`src/surround_channel_remix_assert.svh`:
```
// Assertion macros used by the RTL of the channel remix block.
`ifndef SURROUND_CHANNEL_REMIX_ASSERT_SVH
`define SURROUND_CHANNEL_REMIX_ASSERT_SVH

// Immediate-style implication checked at every rising edge outside reset.
`define SCR_ASSERT_IMPLY(label, clk, rst_n, ante, cons, msg) \
    label: assert property (@(posedge clk) disable iff (!rst_n) (ante) |-> (cons)) \
        else $error(msg);

// Consequence checked a fixed number of cycles after the antecedent.
`define SCR_ASSERT_DELAY(label, clk, rst_n, ante, n, cons, msg) \
    label: assert property (@(posedge clk) disable iff (!rst_n) (ante) |-> ##n (cons)) \
        else $error(msg);

// Consequence checked in the cycle after the antecedent.
`define SCR_ASSERT_NEXT(label, clk, rst_n, ante, cons, msg) \
    label: assert property (@(posedge clk) disable iff (!rst_n) (ante) |=> (cons)) \
        else $error(msg);

`endif

```
`src/scr_pkg.sv`:
```
package scr_pkg;

    localparam int NUM_SLOTS  = 6;
    localparam int PIPE_DEPTH = 4;

    // Q15 weights for the 5.1 to stereo fold.
    localparam logic signed [14:0] W_FRONT  = 15'sd12104;
    localparam logic signed [14:0] W_CENTRE = 15'sd8559;

    // Configuration register indexes.
    localparam logic [1:0] REG_SINK_ENABLED    = 2'd0;
    localparam logic [1:0] REG_SOURCE_CHANNELS = 2'd1;
    localparam logic [1:0] REG_STREAM_CHANNELS = 2'd2;

    typedef logic [1:0] cfg_index_t;
    typedef logic [2:0] cfg_data_t;

    typedef enum logic [3:0] {
        MODE_SILENT,
        MODE_COPY0,
        MODE_MONO2,
        MODE_MONO6,
        MODE_STEREO2,
        MODE_STEREO6,
        MODE_SURR1,
        MODE_SURR2,
        MODE_SURR6
    } mode_t;

    // Clamp a signed 32-bit value to the signed 16-bit range.
    function automatic logic signed [15:0] sat16(input logic signed [31:0] v);
        logic signed [15:0] r;
        if (v[31:15] == {17{1'b0}} || v[31:15] == {17{1'b1}}) begin
            r = v[15:0];
        end else if (v[31]) begin
            r = 16'sh8000;
        end else begin
            r = 16'sh7fff;
        end
        return r;
    endfunction

    // Pick the routing rule from the sink and channel count settings.
    function automatic mode_t decode_mode(input logic en, input logic [2:0] src,
                                          input logic [2:0] strm);
        mode_t m;
        m = MODE_SILENT;
        if (en && (strm inside {3'd1, 3'd2, 3'd6})) begin
            case (src)
                3'd1: begin
                    case (strm)
                        3'd1:    m = MODE_COPY0;
                        3'd2:    m = MODE_MONO2;
                        default: m = MODE_MONO6;
                    endcase
                end
                3'd2: begin
                    case (strm)
                        3'd1:    m = MODE_COPY0;
                        3'd2:    m = MODE_STEREO2;
                        default: m = MODE_STEREO6;
                    endcase
                end
                3'd6: begin
                    case (strm)
                        3'd1:    m = MODE_SURR1;
                        3'd2:    m = MODE_SURR2;
                        default: m = MODE_SURR6;
                    endcase
                end
                default: m = MODE_SILENT;
            endcase
        end
        return m;
    endfunction

endpackage

```
`src/surround_channel_remix.sv`:
```
// Channel remix for one audio frame per transaction. A frame of six signed
// 32-bit mix samples (FL or mono, FR, FC, LFE, BL, BR) is taken when start is
// high and busy is low; busy is never raised, so a new frame may be offered in
// every cycle. The six signed 16-bit stream slots leave the output register and
// appear for a single cycle with done high. The receiver cannot stall, so the
// results must be captured in the cycle that done is high. Each used source
// sample is saturated to 16 bits, then routed by the pair of source and stream
// channel counts (1, 2 or 6): mono is copied to every slot but the LFE, stereo to
// 5.1 adds a centre of (L+R)/2 truncated toward zero with a silent LFE, and 5.1
// to stereo folds with Q15 weights 0.3694 and 0.2612, truncated toward zero and
// saturated. Unsupported counts or a disabled sink give an all-zero frame, and
// slots beyond the stream count are zero. The pipeline stages are input
// saturation and rule decode, the weight multipliers, the three-term
// accumulation, and the rounding, clamp and slot select that feeds the output
// register. Throughput is one frame per clock.
// Configuration registers are written through the cfg_valid/cfg_ready channel,
// which is always ready; writes should only happen while no frame is in
// flight, because the rule is sampled as a frame enters the pipeline.
`include "surround_channel_remix_assert.svh"

module surround_channel_remix (
    input  logic                clk,
    input  logic                rst_n,
    // Frame input, command style.
    input  logic                start,
    output logic                busy,
    input  logic signed [31:0]  mix_ch0,
    input  logic signed [31:0]  mix_ch1,
    input  logic signed [31:0]  mix_ch2,
    input  logic signed [31:0]  mix_ch3,
    input  logic signed [31:0]  mix_ch4,
    input  logic signed [31:0]  mix_ch5,
    // Result frame, valid for one cycle while done is high.
    output logic                done,
    output logic signed [15:0]  out_slot0,
    output logic signed [15:0]  out_slot1,
    output logic signed [15:0]  out_slot2,
    output logic signed [15:0]  out_slot3,
    output logic signed [15:0]  out_slot4,
    output logic signed [15:0]  out_slot5,
    // Configuration write channel.
    input  logic                cfg_valid,
    output logic                cfg_ready,
    input  scr_pkg::cfg_index_t cfg_index,
    input  scr_pkg::cfg_data_t  cfg_data
);
    import scr_pkg::*;

    // Configuration registers.
    logic       sink_enabled_reg;
    logic [2:0] source_channels_reg;
    logic [2:0] stream_channels_reg;

    // Stage 1: saturated samples and the decoded routing rule.
    logic                v1_reg;
    mode_t               mode1_reg;
    logic signed [15:0]  s1_reg [NUM_SLOTS];
    logic signed [15:0]  s1_next [NUM_SLOTS];

    // Stage 2: weighted products and the stereo centre.
    logic                v2_reg;
    mode_t               mode2_reg;
    logic signed [15:0]  s2_reg [NUM_SLOTS];
    logic signed [30:0]  pl2_reg [3];
    logic signed [30:0]  pr2_reg [3];
    logic signed [15:0]  centre2_reg;
    logic signed [15:0]  centre2_next;
    logic signed [16:0]  pair_sum;
    logic signed [16:0]  pair_half;

    // Stage 3: fold accumulators.
    logic                v3_reg;
    mode_t               mode3_reg;
    logic signed [15:0]  s3_reg [NUM_SLOTS];
    logic signed [15:0]  centre3_reg;
    logic signed [31:0]  accl3_reg;
    logic signed [31:0]  accr3_reg;

    // Stage 4: output register.
    logic                done_reg;
    logic signed [15:0]  out_reg [NUM_SLOTS];
    logic signed [15:0]  out_next [NUM_SLOTS];
    logic signed [31:0]  foldl_q;
    logic signed [31:0]  foldr_q;
    logic signed [15:0]  foldl_sat;
    logic signed [15:0]  foldr_sat;

    logic [31:0] mix_in [NUM_SLOTS];

    assign busy      = 1'b0;
    assign cfg_ready = 1'b1;

    assign mix_in[0] = mix_ch0;
    assign mix_in[1] = mix_ch1;
    assign mix_in[2] = mix_ch2;
    assign mix_in[3] = mix_ch3;
    assign mix_in[4] = mix_ch4;
    assign mix_in[5] = mix_ch5;

    // Configuration writes; an index past the register list is dropped.
    always_ff @(posedge clk or negedge rst_n)
    begin
        if (!rst_n)
        begin
            sink_enabled_reg    <= 1'b0;
            source_channels_reg <= 3'd2;
            stream_channels_reg <= 3'd2;
        end
        else if (cfg_valid && cfg_ready)
        begin
            case (cfg_index)
                REG_SINK_ENABLED:    sink_enabled_reg    <= cfg_data[0];
                REG_SOURCE_CHANNELS: source_channels_reg <= cfg_data;
                REG_STREAM_CHANNELS: stream_channels_reg <= cfg_data;
                default:             ;
            endcase
        end
    end

    // Valid bits travel with the frame; the pipeline never stalls.
    always_ff @(posedge clk or negedge rst_n)
    begin
        if (!rst_n)
        begin
            v1_reg   <= 1'b0;
            v2_reg   <= 1'b0;
            v3_reg   <= 1'b0;
            done_reg <= 1'b0;
        end
        else
        begin
            v1_reg   <= start && !busy;
            v2_reg   <= v1_reg;
            v3_reg   <= v2_reg;
            done_reg <= v3_reg;
        end
    end

    // Stage 1 logic: clamp each source sample.
    always_comb
    begin
        for (int i = 0; i < NUM_SLOTS; i++)
        begin
            s1_next[i] = sat16(mix_in[i]);
        end
    end

    // Stage 2 logic: the centre of a stereo pair, truncated toward zero.
    // The half always fits in 16 bits, so no clamp is needed.
    always_comb
    begin
        pair_sum     = 17'(s1_reg[0]) + 17'(s1_reg[1]);
        pair_half    = (pair_sum + (pair_sum[16] ? 17'sd1 : 17'sd0)) >>> 1;
        centre2_next = pair_half[15:0];
    end

    // Stage 4 logic: divide by 32768 toward zero, clamp, route to slots.
    // The accumulators stay inside 31 bits, so the bias cannot overflow.
    always_comb
    begin
        foldl_q   = (accl3_reg + (accl3_reg[31] ? 32'sd32767 : 32'sd0)) >>> 15;
        foldr_q   = (accr3_reg + (accr3_reg[31] ? 32'sd32767 : 32'sd0)) >>> 15;
        foldl_sat = sat16(foldl_q);
        foldr_sat = sat16(foldr_q);
        for (int i = 0; i < NUM_SLOTS; i++)
        begin
            out_next[i] = '0;
        end
        case (mode3_reg)
            MODE_COPY0:
            begin
                out_next[0] = s3_reg[0];
            end
            MODE_MONO2:
            begin
                out_next[0] = s3_reg[0];
                out_next[1] = s3_reg[0];
            end
            MODE_MONO6:
            begin
                out_next[0] = s3_reg[0];
                out_next[1] = s3_reg[0];
                out_next[2] = s3_reg[0];
                out_next[4] = s3_reg[0];
                out_next[5] = s3_reg[0];
            end
            MODE_STEREO2:
            begin
                out_next[0] = s3_reg[0];
                out_next[1] = s3_reg[1];
            end
            MODE_STEREO6:
            begin
                out_next[0] = s3_reg[0];
                out_next[1] = s3_reg[1];
                out_next[2] = centre3_reg;
                out_next[4] = s3_reg[0];
                out_next[5] = s3_reg[1];
            end
            MODE_SURR1:
            begin
                out_next[0] = s3_reg[2];
            end
            MODE_SURR2:
            begin
                out_next[0] = foldl_sat;
                out_next[1] = foldr_sat;
            end
            MODE_SURR6:
            begin
                for (int i = 0; i < NUM_SLOTS; i++)
                begin
                    out_next[i] = s3_reg[i];
                end
            end
            default:
            begin
                for (int i = 0; i < NUM_SLOTS; i++)
                begin
                    out_next[i] = '0;
                end
            end
        endcase
    end

    // Payload pipeline registers; they carry no reset.
    always_ff @(posedge clk)
    begin
        mode1_reg <= decode_mode(sink_enabled_reg, source_channels_reg, stream_channels_reg);
        for (int i = 0; i < NUM_SLOTS; i++)
        begin
            s1_reg[i] <= s1_next[i];
        end

        mode2_reg   <= mode1_reg;
        centre2_reg <= centre2_next;
        for (int i = 0; i < NUM_SLOTS; i++)
        begin
            s2_reg[i] <= s1_reg[i];
        end
        pl2_reg[0] <= 31'(s1_reg[0]) * 31'(W_FRONT);
        pl2_reg[1] <= 31'(s1_reg[2]) * 31'(W_CENTRE);
        pl2_reg[2] <= 31'(s1_reg[4]) * 31'(W_FRONT);
        pr2_reg[0] <= 31'(s1_reg[1]) * 31'(W_FRONT);
        pr2_reg[1] <= 31'(s1_reg[2]) * 31'(W_CENTRE);
        pr2_reg[2] <= 31'(s1_reg[5]) * 31'(W_FRONT);

        mode3_reg   <= mode2_reg;
        centre3_reg <= centre2_reg;
        for (int i = 0; i < NUM_SLOTS; i++)
        begin
            s3_reg[i] <= s2_reg[i];
        end
        accl3_reg <= 32'(pl2_reg[0]) + 32'(pl2_reg[1]) + 32'(pl2_reg[2]);
        accr3_reg <= 32'(pr2_reg[0]) + 32'(pr2_reg[1]) + 32'(pr2_reg[2]);

        for (int i = 0; i < NUM_SLOTS; i++)
        begin
            out_reg[i] <= out_next[i];
        end
    end

    assign done      = done_reg;
    assign out_slot0 = out_reg[0];
    assign out_slot1 = out_reg[1];
    assign out_slot2 = out_reg[2];
    assign out_slot3 = out_reg[3];
    assign out_slot4 = out_reg[4];
    assign out_slot5 = out_reg[5];

    // Every accepted frame comes out after the full pipeline depth.
    `SCR_ASSERT_DELAY(a_frame_latency, clk, rst_n, start && !busy, 4, done, "accepted frame did not complete after four cycles")

    // A silent rule must reach the output as an all-zero frame.
    `SCR_ASSERT_NEXT(a_silent_zero, clk, rst_n, v3_reg && mode3_reg == MODE_SILENT, done && out_slot0 == '0 && out_slot1 == '0 && out_slot2 == '0 && out_slot3 == '0 && out_slot4 == '0 && out_slot5 == '0, "silent rule produced a nonzero slot")

    // Only the full 5.1 pass-through ever drives the LFE slot.
    `SCR_ASSERT_IMPLY(a_lfe_only_surr6, clk, rst_n, done && out_slot3 != '0, $past(mode3_reg) == MODE_SURR6, "LFE slot driven by a rule other than 5.1 pass-through")

endmodule
```
`config.mk`:
```
export PLATFORM = sky130hd
export DESIGN_NAME = surround_channel_remix
export DESIGN_NICKNAME = d
export VERILOG_FILES = /design/src/scr_pkg.sv /design/src/surround_channel_remix.sv
export VERILOG_INCLUDE_DIRS = /design/src /design/src/src
export SDC_FILE = /design/constraint.sdc
export NUM_CORES = 2
export LEC_CHECK = 0
export BUFFER_PORTS_ARGS = -buffer_cell sky130_fd_sc_hd__buf_2
export CORE_MARGIN = 5
export CORE_UTILIZATION = 53
export DETAILED_ROUTE_END_ITERATION = 12
export PLACE_DENSITY = 0.71
export SLEW_MARGIN = 20
export SYNTH_ARGS = -nofsm -noshare
export SYNTH_HDL_FRONTEND = slang
export SYNTH_SLANG_ARGS = --single-unit
```
`constraint.sdc`:
```
create_clock -name clk -period 12.09 [get_ports clk]
set_clock_uncertainty 0.2 [all_clocks]
set_input_delay 0.6045 -clock clk [delete_from_list [all_inputs] [get_ports clk]]
set_output_delay 0.6045 -clock clk [all_outputs]
set_load 0.02 [all_outputs]
```
## Word level (Yosys, flattened, before mapping)

Memory sizes are Yosys's and may differ from the RTL's.
Cells that the tools add are included.

| cells by class | value |
|---|---|
| $add $sub $neg | 8 |
| multipliers | 5 |
| equal/unequal tests | 24 |
| muxes and demuxes | 28 |
| reductions and logical operators | 25 |

Operators by type and width:

| operator | count |
|---|---|
| 2-to-1 mux 16 bit | 17 |
| case mux 16 bit (3 select lines) | 3 |
| == test 17 bit (second input constant) | 8 |
| zero test 17 bit | 8 |
| multiplier 16 x 12 -> 28 bit (second input constant) | 4 |
| case mux 32 bit (3 select lines) | 1 |
| adder 31 x 31 -> 32 bit | 2 |
| adder 32 x 16 -> 32 bit | 2 |
| adder 32 x 31 -> 32 bit | 2 |
| multiplier 16 x 15 -> 31 bit (second input constant) | 1 |
| 2-to-1 mux 15 bit | 2 |
| adder 16 x 16 -> 17 bit | 1 |
| adder 17 x 2 -> 17 bit | 1 |
| == test 4 x 3 -> 1 bit (second input constant) | 4 |
| case mux 4 bit (3 select lines) | 1 |
| == test 4 x 2 -> 1 bit (second input constant) | 2 |
| logical OR 1 bit | 8 |
| case mux 4 bit (2 select lines) | 1 |
| == test 3 x 1 -> 1 bit (second input constant) | 2 |
| == test 3 x 2 -> 1 bit (second input constant) | 2 |
| == test 3 bit (second input constant) | 2 |
| case mux 3 bit (2 select lines) | 1 |
| AND reduction 2 bit | 3 |
| OR reduction 6 bit | 1 |
| 11 further kinds | 11 |

| storage, ports and cells | value |
|---|---|
| register bits after elaboration | 119 |
| memory bits (writable) | 570 |
| input bits | 201 |
| output and inout bits | 99 |
| logic and storage cells | 110 |
| memories | 6 |

Memory list:

| name | depth | bits a word | read ports | clocked after memory_dff | write ports | RTL line | RTL |
|---|---|---|---|---|---|---|---|
| out_reg | 6 | 16 | 6 | 0 | 6 | surround_channel_remix.sv:81 | `logic signed [15:0] out_reg [NUM_SLOTS];` |
| s1_reg | 6 | 16 | 6 | 0 | 6 | surround_channel_remix.sv:57 | `logic signed [15:0] s1_reg [NUM_SLOTS];` |
| s2_reg | 6 | 16 | 6 | 0 | 6 | surround_channel_remix.sv:63 | `logic signed [15:0] s2_reg [NUM_SLOTS];` |
| s3_reg | 6 | 16 | 6 | 0 | 6 | surround_channel_remix.sv:74 | `logic signed [15:0] s3_reg [NUM_SLOTS];` |
| pl2_reg | 3 | 31 | 3 | 0 | 3 | surround_channel_remix.sv:64 | `logic signed [30:0] pl2_reg [3];` |
| pr2_reg | 3 | 31 | 3 | 0 | 3 | surround_channel_remix.sv:65 | `logic signed [30:0] pr2_reg [3];` |

## Longest topological paths before layout

| depth | value |
|---|---|
| depth in word-level cells | 6 |
| mapped depth | 22 |
| mapped depth without buffers | 22 |

## Worst setup path before layout

No wires, ideal clock.

| path | value |
|---|---|
| path kind | flip-flop to flip-flop |
| from | memory s1_reg[2][15] |
| to | memory pl2_reg[1][29], in the netlist pl2_reg[0][60] |
| setup time | 0.072 ns |
| data arrival time | 5.834 ns |
| data required time | 11.818 ns |
| setup slack | 5.984 ns |
| cell stages (with the launch flop) | 22 |
| buffers on the path | 1 |
| period minus slack after synthesis | 6.106 ns |
| path through | dfxtp_1 -> clkbuf_1 -> inv_1 -> fa_1 -> fa_1 -> inv_1 -> fa_1 -> fa_1 -> inv_1 -> fa_1 -> inv_1 -> ha_1 -> inv_1 -> o21bai_1 -> a21o_1 -> a22o_1 -> nor4_1 -> o21a_1 -> o21ai_0 -> a31o_2 -> a21oi_1 -> xnor2_1 |

RTL lines:

| what | RTL line |
|---|---|
| from (decl) | surround_channel_remix.sv:57 |
| to (decl) | surround_channel_remix.sv:64 |

==> results.sh <==
export IMPL_placed_area_sq_um=44500
export IMPL_hpwl_microns=82100
export IMPL_avgViaCountPerCell=5.21
export IMPL_chipHeight_microns=291
export IMPL_nNetsFinal=5667
export IMPL_async_flop_share_pct=1.75
export IMPL_min_period_over_period_pct=55.1
export IMPL_syn_inst=4106
export IMPL_p_total_mw=15.0
export IMPL_cts_htree_levels=3
export IMPL_initial_core_util_pct=53.2
export IMPL_clk_pin_slew_ps=60
export IMPL_netlist_area_sq_um=41900
export IMPL_synth_largest_area_cell="dfxtp_1"
export IMPL_cts_buffers=68
export IMPL_synth_seq_cells=629
export IMPL_seqCellArea_sq_um=12600
export IMPL_worstPathArrival_ps=7010
export IMPL_status="complete, no violations"
export IMPL_clk_latency_ps=630
export IMPL_coreArea_sq_um=78600
export IMPL_synth_avg_cell_area_sq_um=10.2
export IMPL_grt_usage_pct=24.1
export IMPL_start_kind="register"
export IMPL_yosysUniqueCellTypes=72
export IMPL_maxCapViolations=0
export IMPL_setup_viol=0
export IMPL_slew_headroom_pct=30.7
export IMPL_portBuffers=297
export IMPL_yosysWarningCount=0
export IMPL_die_width_microns=291
export IMPL_dp_cells=5411
export IMPL_worst_r2r_startpoint="s1_reg[2][15]"
export IMPL_cts_buffer_depth=3
export IMPL_slew_viol_final=0
export IMPL_routedWlPerCell_microns=18.3
export IMPL_worstMarginPinSlew_ps=1040
export IMPL_path_max_fanout=21
export IMPL_synth_common_cells="inv_1, dfxtp_1, ha_1"
export IMPL_setup_tns_ps=0
export IMPL_min_path_type="primary input to register"
export IMPL_max_freq_mhz=150
export IMPL_post_route_min_period_ps=6660
export IMPL_rsz0062_at_grt="no"
export IMPL_post_synth_top_area_fraction_pct=29.6
export IMPL_worstRegToRegCells=20
export IMPL_grt_first_pass_wirelength_microns=161000
export IMPL_nFillCells=6637
export IMPL_yosysMostFrequentCell="inv_1"
export IMPL_io_pins=300
export IMPL_rows=103
export IMPL_synth_top_flop_cell="dfxtp_1"
export IMPL_power_density_nw_per_um2=319
export IMPL_multi_input_area_sq_um=25400
export IMPL_cts_tree="done"
export IMPL_wirelength_microns=101000
export IMPL_final_cells=5543
export IMPL_overflow=0
export IMPL_routabilityCongestion=0.923
export IMPL_drc=0
export IMPL_postCtsSetupRepairBufs=0
export IMPL_required_ps=12440
export IMPL_cts_root_buf="clkbuf_16"
export IMPL_power_leakage_nw=24.1
export IMPL_crit_start="s1_reg[2][15]"
export IMPL_endpoint="pl2_reg[0][60]"
export IMPL_setup_ws_ps=5430
export IMPL_via_count=28900
export IMPL_final_layout_size_suffix_gt1_share_pct=10.5
export IMPL_pre_cts_ws_ps=5450
export IMPL_ant_nets=0
export IMPL_synth_nets=5334
export IMPL_rr_endpoint="pl2_reg[0][60]"
export IMPL_cts_sinks=629
export IMPL_cp_end_kind="register"
export IMPL_synth_seq_area_share_pct=30.2
export IMPL_firstDrtPassIters=9
export IMPL_grt_start_max_net_pins=62
export IMPL_finalInstanceArea_sq_um=47000
export IMPL_fin_util_pct=59.8
export IMPL_synth_area_leaders="dfxtp_1, fa_1, ha_1, inv_1, xnor2_1"
export IMPL_timing_hold_violations_final=0
export IMPL_hold_ws_ps=36.9
export IMPL_n_antenna_cell=0
export IMPL_rrSetupSlack_ps=5430
export IMPL_antenna_found_initial=7
export IMPL_ir_drop_mv=0.228
export IMPL_drt_initial_drc_count=1766
export IMPL_critPathKind="register to register"
export IMPL_synth_edf_count=0
export IMPL_area_growth_pct=12.4
export IMPL_first_global_vias=29500
export IMPL_dieArea_sq_um=84700
report_power, final:
part	internal [mW]	total, mW	switching (mW)
sequential	2.68	3.19	0.505
combinational	4.28	9.59	5.31
clock	1.31	2.22	0.910
cell usage in the layout, fill, tap and decap left out, types with 30 or more instances in the layout:
master / Yosys / final
o21a_1: 34 / 34
nor2_1: 133 / 132
a22oi_1: 36 / 36
xnor2_1: 154 / 154
nand3_1: 36 / 36
and2_1: 29 / 30
nand4_1: 38 / 38
ha_1: 571 / 571
fa_1: 456 / 456
nand2_1: 131 / 131
inv_1: 948 / 948
a21o_1: 73 / 73
nor3_1: 37 / 37
xor2_1: 67 / 67
dfxtp_1: 618 / 618
a21oi_1: 149 / 149
buf_2: 2 / 297
o21ai_0: 184 / 184
clkbuf_16: 0 / 68
how the worst min path moves through the flow:
stage / from / endpoint / slack (ps) / cells after the start
finish: mix_ch0[4] / s1_reg[0][4] / 40 / 3
global route: cfg_data[2] / source_channels_reg[2] / 30 / 2
detailed placement: centre2_reg[11] / centre3_reg[11] / 110 / 0
CTS: cfg_data[2] / source_channels_reg[2] / 10 / 2
floorplan: rst_n / done / 110 / 0
global placement: s2_reg[0][5] / s3_reg[0][5] / 110 / 0
worst max-delay path: stages (launching register included):
cell and delay, ps:
dfxtp_1 910, inv_1 630, fa_1 630, fa_1 520
inv_1 50, fa_1 470, fa_1 540, inv_1 50
fa_1 530, inv_1 40, ha_1 350, inv_1 90
o21bai_1 70, a21o_1 190, a22o_1 260, nor4_1 190
o21a_1 190, o21ai_0 120, a31o_2 270, a21oi_1 160
xnor2_1 130
kinds of logic (layout without fill, tap and decap cells):
group / count (synthesis) / after routing / synth area share [%]
and+or+nand+nor: 547 / 547 / 6.55
adders and majority gates: 1027 / 1027 / 38.9
buffers and inverters: 1002 / 1389 / 9.02
DFF: 629 / 629 / 30.2
muxes: 12 / 12 / 0.314
AOI/OAI and AO/OA: 666 / 666 / 10.4
other: 2 / 2 / 0.0179
xor gates and xnor gates: 221 / 221 / 4.62
area by class of cell:
class                      instances  area share, %
tap                             1050           2.79
clock buffer                      86           3.95
multi-input combinational       2475           54.1
inverter                         948           7.57
timing repair buffer             317           3.52
clock inverter                    38           1.17
sequential                       629           26.9
metal layers:
metal	track usage, %	part of all wire, %
met5	0	0.013
met4	9.13	4.1
met2	39.4	46
met1	32.3	43
met3	4.30	6.6
timing repair:
action / CTS / global route
hold buffers: 8 / 0
endpoints found under the setup margin: 0 / 0
hold endpoints to repair: 18 / 0
resized for setup: 0 / 0
Note: power is estimated with default switching activity, not from simulation.
